**config.mk**
```make
export PLATFORM = sky130hd
export DESIGN_NAME = round_robin_blocking_task_scheduler_core_flat
export DESIGN_NICKNAME = d
export VERILOG_FILES = /design/src/rtl/rrbts_pkg.sv /design/src/rtl/rrbts_if.sv /design/src/rtl/round_robin_blocking_task_scheduler_core.sv /design/src/rtl/rrbts_ctrl.sv /design/src/rtl/rrbts_dpath.sv /design/src/flat_wrapper.sv
export SDC_FILE = /design/constraint.sdc
export NUM_CORES = 1
export LEC_CHECK = 0
export CORE_UTILIZATION = 50
export CTS_CLUSTER_DIAMETER = 60
export CTS_CLUSTER_SIZE = 40
export DETAILED_ROUTE_END_ITERATION = 8
export DONT_BUFFER_PORTS = 1
export GPL_ROUTABILITY_DRIVEN = 0
export GPL_TIMING_DRIVEN = 0
export PLACE_DENSITY = 0.77
export SLEW_MARGIN = 20
export SYNTH_ARGS = -nofsm -noshare
export SYNTH_HDL_FRONTEND = slang
export SYNTH_SLANG_ARGS = --single-unit
```
**constraint.sdc**
```tcl
create_clock -name clk -period 3.76 [get_ports clk]
set_clock_uncertainty 0.1 [all_clocks]
set_input_delay 0.752 -clock clk [delete_from_list [all_inputs] [get_ports clk]]
set_output_delay 0.752 -clock clk [all_outputs]
set_load 0.03 [all_outputs]
```
**src/rtl/rrbts_pkg.sv**
```systemverilog
// shared types, codes and widths of the round-robin blocking task scheduler
package rrbts_pkg;

  localparam int DEF_TASK_SLOTS = 16;

  // payload widths
  localparam int OP_W     = 3;
  localparam int MS_W     = 16;
  localparam int HANDLE_W = 4;
  localparam int TIME_W   = 31;
  localparam int CHAR_W   = 8;
  localparam int STATUS_W = 2;

  // number of task slots a handle can name
  localparam int HANDLE_SLOTS = 1 << HANDLE_W;

  // operation codes
  localparam logic [OP_W-1:0] OP_CREATE = 3'd0;
  localparam logic [OP_W-1:0] OP_SLEEP  = 3'd1;
  localparam logic [OP_W-1:0] OP_WAIT   = 3'd2;
  localparam logic [OP_W-1:0] OP_READ   = 3'd3;
  localparam logic [OP_W-1:0] OP_EXIT   = 3'd4;
  localparam logic [OP_W-1:0] OP_POLL   = 3'd5;

  // result status codes
  localparam logic [STATUS_W-1:0] RES_SWITCHED = 2'd0;
  localparam logic [STATUS_W-1:0] RES_NONE     = 2'd1;
  localparam logic [STATUS_W-1:0] RES_CREATED  = 2'd2;
  localparam logic [STATUS_W-1:0] RES_FULL     = 2'd3;

  // per-task state
  typedef enum logic [2:0] {
    TS_SLEEP  = 3'd0,
    TS_WAIT   = 3'd1,
    TS_READ   = 3'd2,
    TS_RUN    = 3'd3,
    TS_READY  = 3'd4,
    TS_DONE   = 3'd5,
    TS_UNUSED = 3'd6
  } task_st_t;

  // controller states
  typedef enum logic [1:0] {
    S_IDLE,
    S_DECODE,
    S_SCAN,
    S_FINISH
  } rrbts_state_t;

  // controller to datapath
  typedef struct packed {
    logic in_ready;
    logic create;
    logic block;
    logic scan_start;
    logic issue;
    logic commit;
    logic res_none;
    logic out_load;
  } rrbts_cmd_t;

  // datapath to controller
  typedef struct packed {
    logic in_valid;
    logic op_create;
    logic op_block;
    logic running;
    logic issue_done;
    logic pick;
    logic last_eval;
    logic out_free;
  } rrbts_sts_t;

endpackage

```
**src/rtl/rrbts_if.sv**
```systemverilog
// request and response channel interfaces of the task scheduler
interface rrbts_req_if import rrbts_pkg::*; ();
  logic                valid;
  logic                ready;
  logic [OP_W-1:0]     operation;
  logic [MS_W-1:0]     sleep_ms;
  logic [HANDLE_W-1:0] wait_handle;
  logic [TIME_W-1:0]   now_ms;
  logic                char_valid;
  logic [CHAR_W-1:0]   char_code;

  modport source (
    output valid, operation, sleep_ms, wait_handle, now_ms, char_valid, char_code,
    input  ready
  );
  modport sink (
    input  valid, operation, sleep_ms, wait_handle, now_ms, char_valid, char_code,
    output ready
  );
endinterface

interface rrbts_rsp_if import rrbts_pkg::*; ();
  logic                valid;
  logic                ready;
  logic [STATUS_W-1:0] status;
  logic [HANDLE_W-1:0] next_task;
  logic [HANDLE_W-1:0] new_handle;
  logic [CHAR_W-1:0]   char_out;
  logic                char_taken;

  modport source (
    output valid, status, next_task, new_handle, char_out, char_taken,
    input  ready
  );
  modport sink (
    input  valid, status, next_task, new_handle, char_out, char_taken,
    output ready
  );
endinterface

```
**src/rtl/round_robin_blocking_task_scheduler_core.sv**
```systemverilog
// top level of the round-robin blocking task scheduler
//
// req carries one scheduler operation per beat (create, sleep, wait for task,
// read char, exit, poll) with the current millisecond time and an optional
// offered character. rsp returns exactly one beat per request: status, the
// task now current, the handle of a created task and any character handed to
// a woken reader.
// one request is in work at a time. create, and poll while a task runs,
// go from decode straight to the finish step. a scheduling pass reads the
// task state table one slot per cycle through its single read port and
// stops at the first slot that may run, or after every created task has been
// examined; the next request beat can be taken in the cycle after the result
// is loaded.
// the response sits in an output register, so a new request is accepted while
// an earlier response still waits on a stalled rsp; that request's result
// then waits in the finish state until the register is taken.
// reset: task 0 running and current, one task created, all other slots unused,
// no response pending. no clearing pass is needed.
module round_robin_blocking_task_scheduler_core import rrbts_pkg::*; #(
  parameter int TASK_SLOTS = DEF_TASK_SLOTS
) (
  input  logic        clk,
  input  logic        rst,
  rrbts_req_if.sink   req,
  rrbts_rsp_if.source rsp
);

  // command and status between sequencer and table datapath
  rrbts_cmd_t cmd;
  rrbts_sts_t sts;

  // sequencer: decode, scan and finish steps
  rrbts_ctrl u_ctrl (
    .clk (clk),
    .rst (rst),
    .sts (sts),
    .cmd (cmd)
  );

  // task table, scan pipeline and response register
  rrbts_dpath #(
    .TASK_SLOTS (TASK_SLOTS)
  ) u_dpath (
    .clk (clk),
    .rst (rst),
    .req (req),
    .rsp (rsp),
    .cmd (cmd),
    .sts (sts)
  );

endmodule

```
**src/rtl/rrbts_ctrl.sv**
```systemverilog
// sequencing state machine of the task scheduler
module rrbts_ctrl import rrbts_pkg::*; (
  input  logic       clk,
  input  logic       rst,
  input  rrbts_sts_t sts,
  output rrbts_cmd_t cmd
);

  rrbts_state_t state, state_next;

  always_ff @(posedge clk) begin
    if (rst) begin
      state <= S_IDLE;
    end else begin
      state <= state_next;
    end
  end

  always_comb begin
    state_next = state;
    cmd        = '0;
    unique case (state)
      S_IDLE: begin
        cmd.in_ready = 1'b1;
        if (sts.in_valid) begin
          state_next = S_DECODE;
        end
      end
      S_DECODE: begin
        priority if (sts.op_create) begin
          cmd.create = 1'b1;
          state_next = S_FINISH;
        end else if (sts.op_block && sts.running) begin
          cmd.block      = 1'b1;
          cmd.scan_start = 1'b1;
          state_next     = S_SCAN;
        end else if (sts.running) begin
          // poll with a running task: nothing to schedule
          state_next = S_FINISH;
        end else begin
          cmd.scan_start = 1'b1;
          state_next     = S_SCAN;
        end
      end
      S_SCAN: begin
        cmd.issue = !sts.issue_done;
        priority if (sts.pick) begin
          cmd.commit = 1'b1;
          state_next = S_FINISH;
        end else if (sts.last_eval) begin
          cmd.res_none = 1'b1;
          state_next   = S_FINISH;
        end else begin
          state_next = S_SCAN;
        end
      end
      S_FINISH: begin
        if (sts.out_free) begin
          cmd.out_load = 1'b1;
          state_next   = S_IDLE;
        end
      end
      default: begin
        state_next = S_IDLE;
      end
    endcase
  end

endmodule

```
**src/rtl/rrbts_dpath.sv**
```systemverilog
// task table, scan pipeline and result register of the task scheduler
module rrbts_dpath import rrbts_pkg::*; #(
  parameter int TASK_SLOTS = DEF_TASK_SLOTS
) (
  input  logic       clk,
  input  logic       rst,
  rrbts_req_if.sink  req,
  rrbts_rsp_if.source rsp,
  input  rrbts_cmd_t cmd,
  output rrbts_sts_t sts
);

  localparam int IW = $clog2(TASK_SLOTS);
  localparam int CW = $clog2(TASK_SLOTS + 1);

  // latched request
  logic [OP_W-1:0]     op_q;
  logic [MS_W-1:0]     ms_q;
  logic [HANDLE_W-1:0] handle_q;
  logic [TIME_W-1:0]   now_q;
  logic                cv_q;
  logic [CHAR_W-1:0]   code_q;

  // scheduler state
  logic [IW-1:0]         cur;
  logic [CW-1:0]         count;
  logic                  running;
  logic [TASK_SLOTS-1:0] done_flags;
  logic [TASK_SLOTS-1:0] st_valid;

  // task table memories
  task_st_t            st_mem    [TASK_SLOTS];
  logic [TIME_W-1:0]   wake_mem  [TASK_SLOTS];
  logic [HANDLE_W-1:0] await_mem [TASK_SLOTS];

  // scan pipeline
  logic [IW-1:0]       scan_idx;
  logic [CW-1:0]       issue_cnt;
  logic [CW-1:0]       eval_cnt;
  logic                rd_valid;
  logic [IW-1:0]       rd_idx;
  task_st_t            rd_st;
  logic                rd_stv;
  logic [TIME_W-1:0]   rd_wake;
  logic [HANDLE_W-1:0] rd_await;

  // result
  logic [STATUS_W-1:0] res_status;
  logic [HANDLE_W-1:0] res_new;
  logic [CHAR_W-1:0]   res_char;
  logic                res_taken;
  logic                out_valid;
  logic [STATUS_W-1:0] out_status;
  logic [HANDLE_W-1:0] out_next;
  logic [HANDLE_W-1:0] out_new;
  logic [CHAR_W-1:0]   out_char;
  logic                out_taken;

  logic                full;
  logic                st_we;
  logic [IW-1:0]       st_waddr;
  task_st_t            st_wdata;
  task_st_t            eff_st;
  logic                done_hit;
  logic [TIME_W-1:0]   elapsed;
  logic                pick_ok;
  logic                in_fire;

  // round-robin successor within the created tasks
  function automatic logic [IW-1:0] next_slot(input logic [IW-1:0] i);
    logic [CW-1:0] n;
    n = CW'(i) + CW'(1);
    return (n == count) ? '0 : n[IW-1:0];
  endfunction

  assign full    = (count == CW'(TASK_SLOTS));
  assign in_fire = req.valid && req.ready;

  // single write port of the state table
  always_comb begin
    st_we    = 1'b0;
    st_waddr = cur;
    st_wdata = TS_RUN;
    priority if (cmd.create && !full) begin
      st_we    = 1'b1;
      st_waddr = count[IW-1:0];
      st_wdata = TS_READY;
    end else if (cmd.block) begin
      st_we = 1'b1;
      priority case (op_q)
        OP_SLEEP: st_wdata = TS_SLEEP;
        OP_WAIT:  st_wdata = TS_WAIT;
        OP_READ:  st_wdata = TS_READ;
        default:  st_wdata = TS_DONE;
      endcase
    end else if (cmd.commit) begin
      st_we    = 1'b1;
      st_waddr = rd_idx;
      st_wdata = TS_RUN;
    end else begin
      st_we = 1'b0;
    end
  end

  always_ff @(posedge clk) begin
    if (st_we) begin
      st_mem[st_waddr] <= st_wdata;
    end
    if (cmd.block && op_q == OP_SLEEP) begin
      wake_mem[cur] <= now_q + TIME_W'(ms_q);
    end
    if (cmd.block && op_q == OP_WAIT) begin
      await_mem[cur] <= handle_q;
    end
    if (cmd.issue) begin
      rd_st    <= st_mem[scan_idx];
      rd_wake  <= wake_mem[scan_idx];
      rd_await <= await_mem[scan_idx];
      rd_stv   <= st_valid[scan_idx];
      rd_idx   <= scan_idx;
    end
  end

  // slots never written hold their reset state
  always_comb begin
    if (rd_stv) begin
      eff_st = rd_st;
    end else if (rd_idx == '0) begin
      eff_st = TS_RUN;
    end else begin
      eff_st = TS_UNUSED;
    end
  end

  // awaited task finished; handles beyond the table never finish
  always_comb begin
    done_hit = 1'b0;
    for (int j = 0; j < TASK_SLOTS; j++) begin
      if (j < HANDLE_SLOTS && rd_await == HANDLE_W'(j) && done_flags[j]) begin
        done_hit = 1'b1;
      end
    end
  end

  // wake time passed within half the timer range
  assign elapsed = now_q - rd_wake;

  always_comb begin
    unique case (eff_st)
      TS_READY: pick_ok = 1'b1;
      TS_WAIT:  pick_ok = done_hit;
      TS_SLEEP: pick_ok = !elapsed[TIME_W-1];
      TS_READ:  pick_ok = cv_q;
      default:  pick_ok = 1'b0;
    endcase
  end

  always_ff @(posedge clk) begin
    if (rst) begin
      cur        <= '0;
      count      <= CW'(1);
      running    <= 1'b1;
      done_flags <= '0;
      st_valid   <= '0;
      rd_valid   <= 1'b0;
      scan_idx   <= '0;
      issue_cnt  <= '0;
      eval_cnt   <= '0;
      out_valid  <= 1'b0;
    end else begin
      if (cmd.create && !full) begin
        count <= count + CW'(1);
      end
      if (cmd.block) begin
        running <= 1'b0;
        if (op_q == OP_EXIT) begin
          done_flags[cur] <= 1'b1;
        end
      end
      if (st_we) begin
        st_valid[st_waddr] <= 1'b1;
      end
      if (cmd.commit) begin
        cur     <= rd_idx;
        running <= 1'b1;
      end
      if (cmd.scan_start) begin
        scan_idx  <= next_slot(cur);
        issue_cnt <= '0;
        eval_cnt  <= '0;
        rd_valid  <= 1'b0;
      end else begin
        if (cmd.issue) begin
          scan_idx  <= next_slot(scan_idx);
          issue_cnt <= issue_cnt + CW'(1);
        end
        if (rd_valid) begin
          eval_cnt <= eval_cnt + CW'(1);
        end
        rd_valid <= cmd.issue && !cmd.commit;
      end
      if (cmd.out_load) begin
        out_valid <= 1'b1;
      end else if (rsp.ready) begin
        out_valid <= 1'b0;
      end
    end
  end

  // request latch and result fields
  always_ff @(posedge clk) begin
    if (in_fire) begin
      op_q     <= req.operation;
      ms_q     <= req.sleep_ms;
      handle_q <= req.wait_handle;
      now_q    <= req.now_ms;
      cv_q     <= req.char_valid;
      code_q   <= req.char_code;
    end
    if (in_fire) begin
      res_status <= RES_SWITCHED;
      res_new    <= '0;
      res_char   <= '0;
      res_taken  <= 1'b0;
    end
    if (cmd.create) begin
      if (full) begin
        res_status <= RES_FULL;
      end else begin
        res_status <= RES_CREATED;
        res_new    <= HANDLE_W'(count);
      end
    end
    if (cmd.res_none) begin
      res_status <= RES_NONE;
    end
    if (cmd.commit && eff_st == TS_READ) begin
      res_char  <= code_q;
      res_taken <= 1'b1;
    end
    if (cmd.out_load) begin
      out_status <= res_status;
      out_next   <= HANDLE_W'(cur);
      out_new    <= res_new;
      out_char   <= res_char;
      out_taken  <= res_taken;
    end
  end

  assign req.ready      = cmd.in_ready;
  assign rsp.valid      = out_valid;
  assign rsp.status     = out_status;
  assign rsp.next_task  = out_next;
  assign rsp.new_handle = out_new;
  assign rsp.char_out   = out_char;
  assign rsp.char_taken = out_taken;

  assign sts.in_valid   = req.valid;
  assign sts.op_create  = (op_q == OP_CREATE);
  assign sts.op_block   = (op_q == OP_SLEEP) || (op_q == OP_WAIT) ||
                          (op_q == OP_READ) || (op_q == OP_EXIT);
  assign sts.running    = running;
  assign sts.issue_done = (issue_cnt == count);
  assign sts.pick       = rd_valid && pick_ok;
  assign sts.last_eval  = rd_valid && ((eval_cnt + CW'(1)) == count);
  assign sts.out_free   = !out_valid || rsp.ready;

endmodule

```
**src/flat_wrapper.sv**
```systemverilog
// flat-port wrapper written by rule: the top's interface ports become plain ports
module round_robin_blocking_task_scheduler_core_flat import rrbts_pkg::*;
#(
  parameter int TASK_SLOTS = DEF_TASK_SLOTS
)
  (clk, rst, req_valid, req_operation, req_sleep_ms, req_wait_handle, req_now_ms, req_char_valid, req_char_code, req_ready, rsp_valid, rsp_status, rsp_next_task, rsp_new_handle, rsp_char_out, rsp_char_taken, rsp_ready);
  rrbts_req_if req_i ();
  rrbts_rsp_if rsp_i ();
  input  logic clk;
  input  logic rst;
  input wire logic [$bits(req_i.valid)-1:0] req_valid;
  input wire logic [$bits(req_i.operation)-1:0] req_operation;
  input wire logic [$bits(req_i.sleep_ms)-1:0] req_sleep_ms;
  input wire logic [$bits(req_i.wait_handle)-1:0] req_wait_handle;
  input wire logic [$bits(req_i.now_ms)-1:0] req_now_ms;
  input wire logic [$bits(req_i.char_valid)-1:0] req_char_valid;
  input wire logic [$bits(req_i.char_code)-1:0] req_char_code;
  output wire logic [$bits(req_i.ready)-1:0] req_ready;
  output wire logic [$bits(rsp_i.valid)-1:0] rsp_valid;
  output wire logic [$bits(rsp_i.status)-1:0] rsp_status;
  output wire logic [$bits(rsp_i.next_task)-1:0] rsp_next_task;
  output wire logic [$bits(rsp_i.new_handle)-1:0] rsp_new_handle;
  output wire logic [$bits(rsp_i.char_out)-1:0] rsp_char_out;
  output wire logic [$bits(rsp_i.char_taken)-1:0] rsp_char_taken;
  input wire logic [$bits(rsp_i.ready)-1:0] rsp_ready;
  assign req_i.valid = req_valid;
  assign req_i.operation = req_operation;
  assign req_i.sleep_ms = req_sleep_ms;
  assign req_i.wait_handle = req_wait_handle;
  assign req_i.now_ms = req_now_ms;
  assign req_i.char_valid = req_char_valid;
  assign req_i.char_code = req_char_code;
  assign req_ready = req_i.ready;
  assign rsp_valid = rsp_i.valid;
  assign rsp_status = rsp_i.status;
  assign rsp_next_task = rsp_i.next_task;
  assign rsp_new_handle = rsp_i.new_handle;
  assign rsp_char_out = rsp_i.char_out;
  assign rsp_char_taken = rsp_i.char_taken;
  assign rsp_i.ready = rsp_ready;
  round_robin_blocking_task_scheduler_core #(.TASK_SLOTS(TASK_SLOTS)) u_core (.clk(clk), .rst(rst), .req(req_i), .rsp(rsp_i));
endmodule
```
==> results of run 1 <==
-- path summary, 6_finish.rpt --
path	slack, ps	to	cells past startpoint	from
max	-230	u_core.u_dpath.st_valid[5]	12	u_core.u_dpath.now_q[29]
min	90	u_core.u_dpath.now_q[9]	0	req_now_ms[9]
max reg2reg	-230	u_core.u_dpath.st_valid[5]	12	u_core.u_dpath.now_q[29]
min reg2reg	330	u_core.u_dpath.rsp.char_out[2]	0	u_core.u_dpath.res_char[2]
-- repair_timing --
action / CTS / global route
pin swaps: 37 / 30
setup endpoints to repair: 375 / 351
gates cloned: 0 / 2
buffers inserted: 32 / 18
resized for setup: 105 / 32
-- per-layer routing --
layer | vias up | GRT usage, %
met1 | 9164 | 31.6
li1 | 7287 | -
met5 | - | 0
met4 | 0 | 8.15
met2 | 1023 | 39.7
met3 | 181 | 3.51
-- sequential cells by signal, summed over array words and instances, names as in the netlist, 4 cells and up --
name / count
u_core.u_dpath.rsp.char_out: 8
u_core.u_dpath.rsp.next_task: 4
u_core.u_dpath.scan_idx: 4
u_core.u_dpath.res_char: 8
u_core.u_dpath.st_valid: 16
u_core.u_dpath.eval_cnt: 5
u_core.u_dpath.wake_mem: 496
u_core.u_dpath.handle_q: 4
u_core.u_dpath.done_flags: 16
u_core.u_dpath.cur: 4
u_core.u_dpath.code_q: 8
u_core.u_dpath.rd_await: 4
u_core.u_dpath.rd_wake: 31
u_core.u_dpath.issue_cnt: 5
u_core.u_dpath.await_mem: 64
u_core.u_dpath.res_new: 4
u_core.u_dpath.ms_q: 16
u_core.u_dpath.st_mem: 48
u_core.u_dpath.now_q: 31
u_core.u_dpath.rd_idx: 4
u_core.u_dpath.rsp.new_handle: 4
u_core.u_dpath.count: 5
-- stage by stage --
stage          cell area, sq um  worst slack [ps]   TNS, ps
3_3_place_gp              33800             -1620  -1014340
5_1_grt                   37800              -252    -15210
6_report                  37800              -227    -11940
4_1_cts                   37400              -120     -3900
2_1_floorplan             32700               232         0
3_5_place_dp              34700             -1250   -225390
-- cell usage after synthesis (7+ instances only) --
cell,number,area share [%]
a31oi_1,19,0.36
nand2_1,63,0.72
nor2_1,137,1.6
buf_1,18,0.21
nand3_1,16,0.24
or3_1,7,0.13
and2_1,13,0.25
ha_1,58,2.2
o31ai_1,11,0.25
nand2b_1,25,0.48
clkbuf_1,61,0.70
o211ai_1,7,0.16
dfxtp_1,67,4.1
mux4_2,196,13
o21ai_0,27,0.41
nand4_1,15,0.29
and3_1,8,0.15
mux2_2,8,0.28
nor2b_1,8,0.15
xnor2_1,24,0.64
xor2_1,28,0.75
o31ai_2,7,0.27
mux2i_1,10,0.31
a21oi_1,27,0.41
edfxtp_1,741,68
inv_1,57,0.65
a211oi_1,7,0.16
-- placed cells by master (no fill, tap or decap), types with 12 or more instances in the layout --
master     instances
clkbuf_2          14
and2_1            13
nor2_1           104
buf_16            18
ha_1              55
edfxtp_1         741
clkbuf_1          55
xor2_1            20
nand2_1           62
nand3_1           14
buf_12            14
buf_4             34
o21ai_0           23
nand2b_1          25
a31oi_1           18
buf_6             15
clkinv_16         12
dfxtp_1           67
clkbuf_16         44
mux4_2           196
nor2_4            32
inv_1             56
nand4_1           15
xnor2_1           17
a21oi_1           25
-- power by group through the flow --
stage          logic [mW]  registers (mW)  clock network, mW
5_1_grt              7.29            11.7               6.59
6_report             6.84            11.7               6.24
3_5_place_dp         6.34            11.9                  0
3_3_place_gp         5.99            11.9                  0
2_1_floorplan        4.46            11.7                  0
4_1_cts              6.60            11.7               6.30
-- kinds of logic after synthesis --
family	after synthesis	share of synthesized area, %
AO/OA/AOI/OAI	166	3.80
XOR/XNOR	52	1.39
adder cells (fa/ha/maj)	59	2.28
buffers and inverters	142	1.65
flip-flops	808	72.0
multiplexers	217	14.2
AND/OR/NAND/NOR	318	4.62
-- worst max-delay path, delay by kind of cell (launching register included) --
| family | cells | cell delay, ps |
|---|---|---|
| simple gates | 4 | 1180 |
| fa+ha+maj | 1 | 350 |
| mux | 1 | 190 |
| flops | 1 | 490 |
| compound gates | 4 | 1110 |
| buf+inv | 2 | 390 |
-- final cells by class --
| class | count | area, sq um | share of cell area [%] |
|---|---|---|---|
| buffer | 83 | 355 | 0.941 |
| tap | 855 | 1070 | 2.83 |
| clock inverter | 37 | 776 | 2.05 |
| multi-input combinational | 814 | 9420 | 24.9 |
| timing repair buffer | 83 | 1220 | 3.24 |
| inverter | 58 | 220 | 0.583 |
| clock buffer | 45 | 1100 | 2.93 |
| sequential | 808 | 23600 | 62.5 |
==> impl_metrics.json, run 1 <==
{
  "hold_class": "in2reg",
  "worstPathMaxFanout": 7,
  "crit_required_ps": 4160,
  "clock_path_buffers": 3,
  "finalCritPeriodShare_pct": 106,
  "pwr-share-seq_pct": 47.1,
  "synth-seq-cells": 808,
  "wl_per_cell_um": 28.1,
  "crit_top_cell": "buf_6",
  "ys_seq_area_share_pct": 72.0,
  "combPwrFrac_pct": 27.6,
  "final_util_pct": 58.5,
  "max_freq_mhz": 251,
  "vias": 17700,
  "numClockSinks": 808,
  "final-hold-violation-count": 0,
  "cts_tree": "done",
  "rows": 93,
  "grt_use_total_pct": 23.6,
  "ys_warn_count": 0,
  "synthCells": 1762,
  "dpl.hpwl_um": 49800,
  "p_total_mw": 24.7,
  "synth_cell_type_count": 75,
  "avgSynthCellArea_sq_um": 18.6,
  "overflow": 0,
  "swShare_pct": 31.8,
  "arrival_ps": 4380,
  "layout.nets": 2018,
  "fin_crit_ps": 3990,
  "syn_area_sq_um": 32700,
  "route.layer.met1.wl_um": 29500,
  "layout_setup_ws_ps": -227,
  "numCtsBuffers": 44,
  "drive_gt1_share_pct": 26.1,
  "drc_errors": 0,
  "area_growth_pct": 15.3,
  "critPathLaunchType": "register",
  "first_pass_iters": 5,
  "die-height_um": 258,
  "clk_pin_slew_worst_paths_ps": 120,
  "cp_slowest_cell": "a32oi_4",
  "max_slew_margin_pct": 22.0,
  "h-tree-depth": 2,
  "n_fill_cell": 4478,
  "whs_ps": 90.5,
  "wl_met2_um": 39400,
  "ant_nets": 0,
  "status": "finished, violations left",
  "power_density_nw_per_um2": 655,
  "n_antenna_cell": 0,
  "async_flop_share_pct": 0,
  "io_buffers": 0,
  "postCtsHoldBufs": 0,
  "power_leakage_nw": 11.8,
  "cp-end-kind": "register",
  "synth_top_flop_cell": "edfxtp_1",
  "setup_violations": 64,
  "max_stage_delay_ps": 580,
  "switching_power_mw": 7.87,
  "antenna_found_initial": 0,
  "power_frac_clock_pct": 25.2,
  "internal-power_mw": 16.9,
  "dieArea_sq_um": 66500,
  "grt_max_degree": 53,
  "syn_nets": 1888,
  "met3_length_um": 6750,
  "path_class": "reg2reg",
  "grt_pass1_wl_um": 114000,
  "boundaryPins": 88,
  "violations": "negative setup slack",
  "clock_latency_ps": 660,
  "rsz0062_at_grt": "yes",
  "top_layer": "met4",
  "tightest_slew_ps": 1170,
  "synth_edf_count": 741,
  "cts_root_buf": "clkbuf_16",
  "wirelength_um": 78300,
  "core_sq_um": 64600,
  "placedCellCount": 2649,
  "routed_via_density": 6.34,
  "cap_violations": 0,
  "grt_pass1_vias": 17800,
  "die_w_um": 258,
  "start_util_pct": 50.7,
  "first_iter_violations": 2075,
  "vdd_drop_max_mv": 0.620,
  "maxSlewViolCount": 0,
  "layout.cells.non_filler": 2783,
  "path_cells": "ha_1 -> nand4_1 -> nor4_4 -> nand2_2 -> a21oi_4 -> nand4bb_4 -> a31oi_4 -> buf_6 -> mux2i_4 -> a32oi_4 -> buf_6 -> o31ai_4"
}
(Power assumes the default switching activity.)
==> run 2, diff against run 1 <==
--- a/config.mk
+++ b/config.mk
@@ -17,3 +17,4 @@
 export SYNTH_ARGS = -nofsm -noshare
 export SYNTH_HDL_FRONTEND = slang
 export SYNTH_SLANG_ARGS = --single-unit
+export TNS_END_PERCENT = 30
==> run 2 against run 1 <==
The run still ends with negative setup slack left. Maximum frequency is 0.76% lower. Clock power hardly changed. Sequential share of layout area is 0.19 points higher. Count of clock-buffer cells in the layout stayed put. Final cell count is 0.32% lower. Via count is 0.23% lower. Critical path type unchanged. Largest power group unchanged. Highest routed layer unchanged.
==> impl_metrics.json, run 2 (synthesis results as in run 1) <==
{
  "status": "finished, violations left",
  "violations": "negative setup slack",
  "final-hold-violation-count": 0,
  "clock_latency_ps": 650,
  "layout.cells.non_filler": 2774,
  "top_usage_layer": "met2",
  "grt_use_total_pct": 23.6,
  "routed_via_density": 6.35,
  "overflow": 0,
  "grt_max_degree": 53,
  "setup_violations": 72,
  "final_cell_mix": "edfxtp_1 (741), mux4_2 (196), nor2_1 (103), dfxtp_1 (67), nand2_1 (62)",
  "first_pass_iters": 5,
  "ff2ff_path_depth": 10,
  "fin_area_sq_um": 37600,
  "layout_setup_ws_ps": -258,
  "wirelength_um": 77900,
  "finalCritPeriodShare_pct": 107,
  "max_freq_mhz": 249,
  "clock_path_buffers": 3,
  "layout_commonest_cell": "edfxtp_1",
  "grt_use_met1_pct": 31.5,
  "cts_root_buf": "clkbuf_16",
  "wl_per_cell_um": 28.1,
  "boundaryPins": 88,
  "h-tree-depth": 2,
  "setup.worst_path.start": "u_core.u_dpath.now_q[27]",
  "grt_use_met2_pct": 39.7,
  "r2r-end": "u_core.u_dpath.st_mem[8][2]",
  "rsz0062_at_grt": "yes",
  "maxSlewViolCount": 0,
  "reg2reg_slack_ps": -260,
  "arrival_ps": 4270,
  "rows": 93,
  "cap_violations": 0,
  "p_total_mw": 24.7,
  "placed_cell_area_sq_um": 34700,
  "grt_pass1_vias": 17800,
  "regToRegStartpoint": "u_core.u_dpath.now_q[27]",
  "cp-end-kind": "register",
  "drc_errors": 0,
  "vias": 17600,
  "grt_util_met3_pct": 3.39,
  "layout.nets": 2009,
  "reg_top3": "u_core.u_dpath.wake_mem: 496 flops, u_core.u_dpath.await_mem: 64 flops, u_core.u_dpath.st_mem: 48 flops",
  "fin_crit_ps": 4020,
  "crit_required_ps": 4010,
  "critPathLaunchType": "register",
  "core_sq_um": 64600,
  "n_antenna_cell": 0,
  "dieArea_sq_um": 66500,
  "drive_gt1_share_pct": 25.7,
  "worstPathMaxFanout": 7,
  "dpl.hpwl_um": 49800,
  "path_class": "reg2reg",
  "start_util_pct": 50.7,
  "tightest_slew_ps": 1200,
  "hold_depth": 0,
  "crit_end": "u_core.u_dpath.st_mem[8][2]",
  "grt_pass1_wl_um": 114000,
  "ant_nets": 0,
  "largest_reg_flops": 496,
  "numClockSinks": 808,
  "antenna_found_initial": 0,
  "numCtsBuffers": 44,
  "vdd_drop_max_mv": 0.619,
  "power_leakage_nw": 11.8,
  "n_fill_cell": 4496,
  "hold_class": "in2reg",
  "power_density_nw_per_um2": 657,
  "area_growth_pct": 15.0,
  "cts_tree": "done",
  "io_buffers": 0,
  "die-height_um": 258,
  "final_util_pct": 58.3,
  "dp_slack_ps": -1250,
  "clk_pin_slew_worst_paths_ps": 120,
  "placedCellCount": 2649,
  "die_w_um": 258,
  "largest_register": "u_core.u_dpath.wake_mem",
  "max_slew_margin_pct": 20.1,
  "first_iter_violations": 2127
}
-- run 2: repair_timing --
action                                  CTS  global route
pin swaps                                34            20
gates resized for setup                 104            23
endpoints found under the setup margin  375           346
hold buffers                              0             0
setup buffers                            30            13
gates cloned                              0             0
-- run 2: power breakdown --
part           switching (mW)  internal (mW)  leakage [nW]
Clock                    3.55           2.69         0.868
Combinational            3.98           2.83          3.70
Sequential              0.330           11.3          7.23
-- run 2: worst min path at each step --
| stage | startpoint | slack (ps) | endpoint |
|---|---|---|---|
| after floorplan | u_core.u_dpath.res_char[0] | 300 | u_core.u_dpath.rsp.char_out[0] |
| after global placement | u_core.u_dpath.res_char[2] | 310 | u_core.u_dpath.rsp.char_out[2] |
| after detailed placement | u_core.u_dpath.res_char[2] | 310 | u_core.u_dpath.rsp.char_out[2] |
| after CTS | req_now_ms[9] | 70 | u_core.u_dpath.now_q[9] |
| after global routing | req_sleep_ms[6] | 70 | u_core.u_dpath.ms_q[6] |
| final | req_now_ms[9] | 90 | u_core.u_dpath.now_q[9] |
-- run 2: through the flow --
| step | setup TNS (ps) | hold WS (ps) |
|---|---|---|
| 2_1_floorplan | 0 | 300 |
| 3_3_place_gp | -1014340 | 305 |
| 3_5_place_dp | -225390 | 307 |
| 4_1_cts | -3350 | 73.3 |
| 5_1_grt | -20750 | 74.8 |
| 6_report | -14570 | 90.2 |
-- run 2: final cells by class --
class | instances | area, sq um | share of cell area, %
Buffer | 83 | 343 | 0.911
Clock buffer | 45 | 1100 | 2.93
Clock inverter | 37 | 776 | 2.06
Inverter | 58 | 220 | 0.585
Multi-Input combinational cell | 812 | 9400 | 25.0
Sequential cell | 808 | 23600 | 62.7
Tap cell | 855 | 1070 | 2.84
Timing Repair Buffer | 76 | 1140 | 3.04
-- run 2: metal layers --
layer	routed length [um]	part of all wire (%)
met1	29500	38
met4	2580	3.3
met5	0	0
met2	39400	51
met3	6480	8.3
-- run 2: worst max-delay path, cell delays in order (launching register included) --
cell,delay (ps)
edfxtp_1,500
ha_1,380
nand4_1,230
nor4_4,490
nand2_2,180
a21oi_4,280
o211ai_4,180
a31oi_4,400
mux2_4,380
a211o_4,440
nor2_4,150
==> run 3, diff against run 2 <==
--- a/config.mk
+++ b/config.mk
@@ -5,14 +5,16 @@
 export SDC_FILE = /design/constraint.sdc
 export NUM_CORES = 1
 export LEC_CHECK = 0
-export CORE_UTILIZATION = 50
+export CELL_PAD_IN_SITES_DETAIL_PLACEMENT = 1
+export CELL_PAD_IN_SITES_GLOBAL_PLACEMENT = 2
+export CORE_UTILIZATION = 44
 export CTS_CLUSTER_DIAMETER = 60
 export CTS_CLUSTER_SIZE = 40
 export DETAILED_ROUTE_END_ITERATION = 8
 export DONT_BUFFER_PORTS = 1
 export GPL_ROUTABILITY_DRIVEN = 0
 export GPL_TIMING_DRIVEN = 0
-export PLACE_DENSITY = 0.77
+export PLACE_DENSITY = 0.84
 export SLEW_MARGIN = 20
 export SYNTH_ARGS = -nofsm -noshare
 export SYNTH_HDL_FRONTEND = slang
==> run 3 against run 2 <==
The run ends with design-rule violations, negative setup slack left. Final cell count up 4.2%. Sequential share of layout area down 0.85 points. Die area up 14%. Global-route usage down 0.98 points. Worst hold slack better by 3.4 ps. Maximum frequency up 4.6%. Critical path type unchanged. Largest cell class unchanged. Largest power group unchanged.
==> impl_metrics.json, run 3 (synthesis results as in run 1) <==
{
  "drc_errors": 8,
  "setup_violations": 22,
  "clock_latency_ps": 660,
  "layout_setup_ws_ps": -82.6,
  "area_growth_pct": 16.6,
  "ff2ff_path_depth": 13,
  "min_from": "req_now_ms[22]",
  "core_sq_um": 73300,
  "drive_gt1_share_pct": 26.9,
  "crit_required_ps": 3990,
  "rsz0062_at_grt": "yes",
  "hold_depth": 0,
  "whs_ps": 93.6,
  "reg_top3": "u_core.u_dpath.wake_mem: 496 flops, u_core.u_dpath.await_mem: 64 flops, u_core.u_dpath.st_mem: 48 flops",
  "vias": 17300,
  "seq_area_sq_um": 23600,
  "clock_path_buffers": 3,
  "finalCritPeriodShare_pct": 102,
  "cap_violations": 0,
  "internal-power_mw": 17.1,
  "hold_class": "in2reg",
  "combPwrFrac_pct": 28.0,
  "dp_slack_ps": -1430,
  "wl_per_cell_um": 29.4,
  "die-height_um": 275,
  "reg2reg_slack_ps": -80,
  "overflow": 0,
  "maxSlewViolCount": 0,
  "placed_cell_area_sq_um": 34900,
  "r2r-end": "u_core.u_dpath.st_mem[7][1]",
  "layout_commonest_cell": "edfxtp_1",
  "multi_input_area_sq_um": 9440,
  "largest_reg_flops": 496,
  "numCtsBuffers": 46,
  "max_freq_mhz": 260,
  "routed_via_density": 5.99,
  "grt_pass1_vias": 18200,
  "swShare_pct": 32.4,
  "cts_root_buf": "clkbuf_16",
  "power_frac_clock_pct": 25.8,
  "layout.nets": 2020,
  "first_iter_violations": 1648,
  "arrival_ps": 4080,
  "rows": 99,
  "final_cell_mix": "edfxtp_1 (741), mux4_2 (196), nor2_1 (104), dfxtp_1 (67), nand2_1 (62)",
  "vdd_drop_max_mv": 0.409,
  "tightest_slew_ps": 1090,
  "cts_tree": "done",
  "pwr-share-seq_pct": 46.3,
  "fin_crit_ps": 3840,
  "die_w_um": 275,
  "postCtsHoldBufs": 0,
  "wirelength_um": 84900,
  "status": "finished, violations left",
  "grt_max_degree": 41,
  "n_fill_cell": 6571,
  "critPathLaunchType": "register",
  "final-hold-violation-count": 0,
  "n_antenna_cell": 0,
  "violations": "design-rule violations, negative setup slack",
  "power_density_nw_per_um2": 661,
  "largest_register": "u_core.u_dpath.wake_mem",
  "h-tree-depth": 2,
  "cp-end-kind": "register",
  "power_leakage_nw": 12.0,
  "finalSetupTns_ps": -442,
  "numClockSinks": 808,
  "first_pass_iters": 9,
  "dieArea_sq_um": 75500,
  "fin_area_sq_um": 38200,
  "io_buffers": 0,
  "worstPathMaxFanout": 5,
  "clk_pin_slew_worst_paths_ps": 120,
  "switching_power_mw": 8.17,
  "hold_end": "u_core.u_dpath.now_q[22]",
  "start_util_pct": 44.7,
  "boundaryPins": 88,
  "regToRegStartpoint": "u_core.u_dpath.now_q[28]",
  "path_class": "reg2reg",
  "grt_pass1_wl_um": 123000,
  "max_slew_margin_pct": 27.5,
  "antenna_found_initial": 0,
  "ant_nets": 0,
  "grt_use_total_pct": 22.6,
  "dpl.hpwl_um": 55400
}
run 3: cell types whose count changed in the layout (fill, tap and decap cells not counted), sizes merged:
cell      previous run  this run
inv                 72        69
bufinv               2         0
clkinv              19        25
buf                 89        96
clkbuf             115       121
clkinvlp             2         1
run 3: worst max-delay path by stage:
stage / startpoint / to / slack (ps)
5_1_grt: u_core.u_dpath.now_q[29] / u_core.u_dpath.st_mem[7][1] / -140
3_5_place_dp: u_core.u_dpath.now_q[28] / u_core.u_dpath.res_char[5] / -1430
6_report: u_core.u_dpath.now_q[28] / u_core.u_dpath.st_mem[7][1] / -80
2_1_floorplan: u_core.u_dpath.now_q[17] / u_core.u_dpath.st_mem[7][0] / 230
4_1_cts: u_core.u_dpath.now_q[1] / u_core.u_dpath.wake_mem[14][19] / -150
3_3_place_gp: u_core.u_ctrl.state[1] / u_core.u_dpath.wake_mem[9][10] / -1690
run 3: repair_timing:
| item | 4_1_cts | 5_1_grt |
|---|---|---|
| buffers inserted | 30 | 20 |
| gates resized for setup | 95 | 31 |
| pin swaps | 23 | 29 |
| setup endpoints to repair | 482 | 371 |
| gates cloned | 0 | 0 |
run 3: power groups by stage:
stage	Sequential, mW	Combinational, mW	Clock [mW]
after floorplan	11.7	4.46	0
after global placement	11.9	6.11	0
after detailed placement	11.9	6.55	0
after CTS	11.7	6.81	6.59
after global routing	11.7	7.57	6.85
final	11.7	7.06	6.50
run 3: through the flow:
step,total power [mW],util (%),std cells
2_1_floorplan,16.2,-,1762
3_3_place_gp,18.0,46.3,2721
3_5_place_dp,18.5,47.6,2756
4_1_cts,25.1,51.4,2871
5_1_grt,26.1,52.1,2891
6_report,25.2,52.1,2891
run 3: cell type report:
cell class / count / area share, %
Multi-Input combinational cell: 812 / 24.7
Clock buffer: 49 / 3.21
Sequential cell: 808 / 61.8
Tap cell: 959 / 3.14
Timing Repair Buffer: 85 / 3.55
Inverter: 58 / 0.577
Buffer: 83 / 0.911
Clock inverter: 37 / 2.06
run 3: worst max-delay path, stage by stage (launching register included):
cell,delay (ps)
edfxtp_1,530
ha_4,330
nand4_1,100
buf_6,150
nor4_4,270
buf_4,190
nand2_4,70
a21oi_4,230
o211ai_4,170
a31oi_4,290
buf_6,130
mux2_4,300
a211o_4,430
nor2_4,210
run 3: metal layers:
| metal | part of all wire (%) | vias up | track usage (%) | wire (um) |
|---|---|---|---|---|
| li1 | - | 7274 | - | - |
| met3 | 6.5 | 123 | 3.32 | 5490 |
| met5 | 0 | - | 0 | 0 |
| met4 | 2.3 | 0 | 5.47 | 1960 |
| met2 | 51 | 684 | 39.2 | 43500 |
| met1 | 40 | 9249 | 30.0 | 34000 |
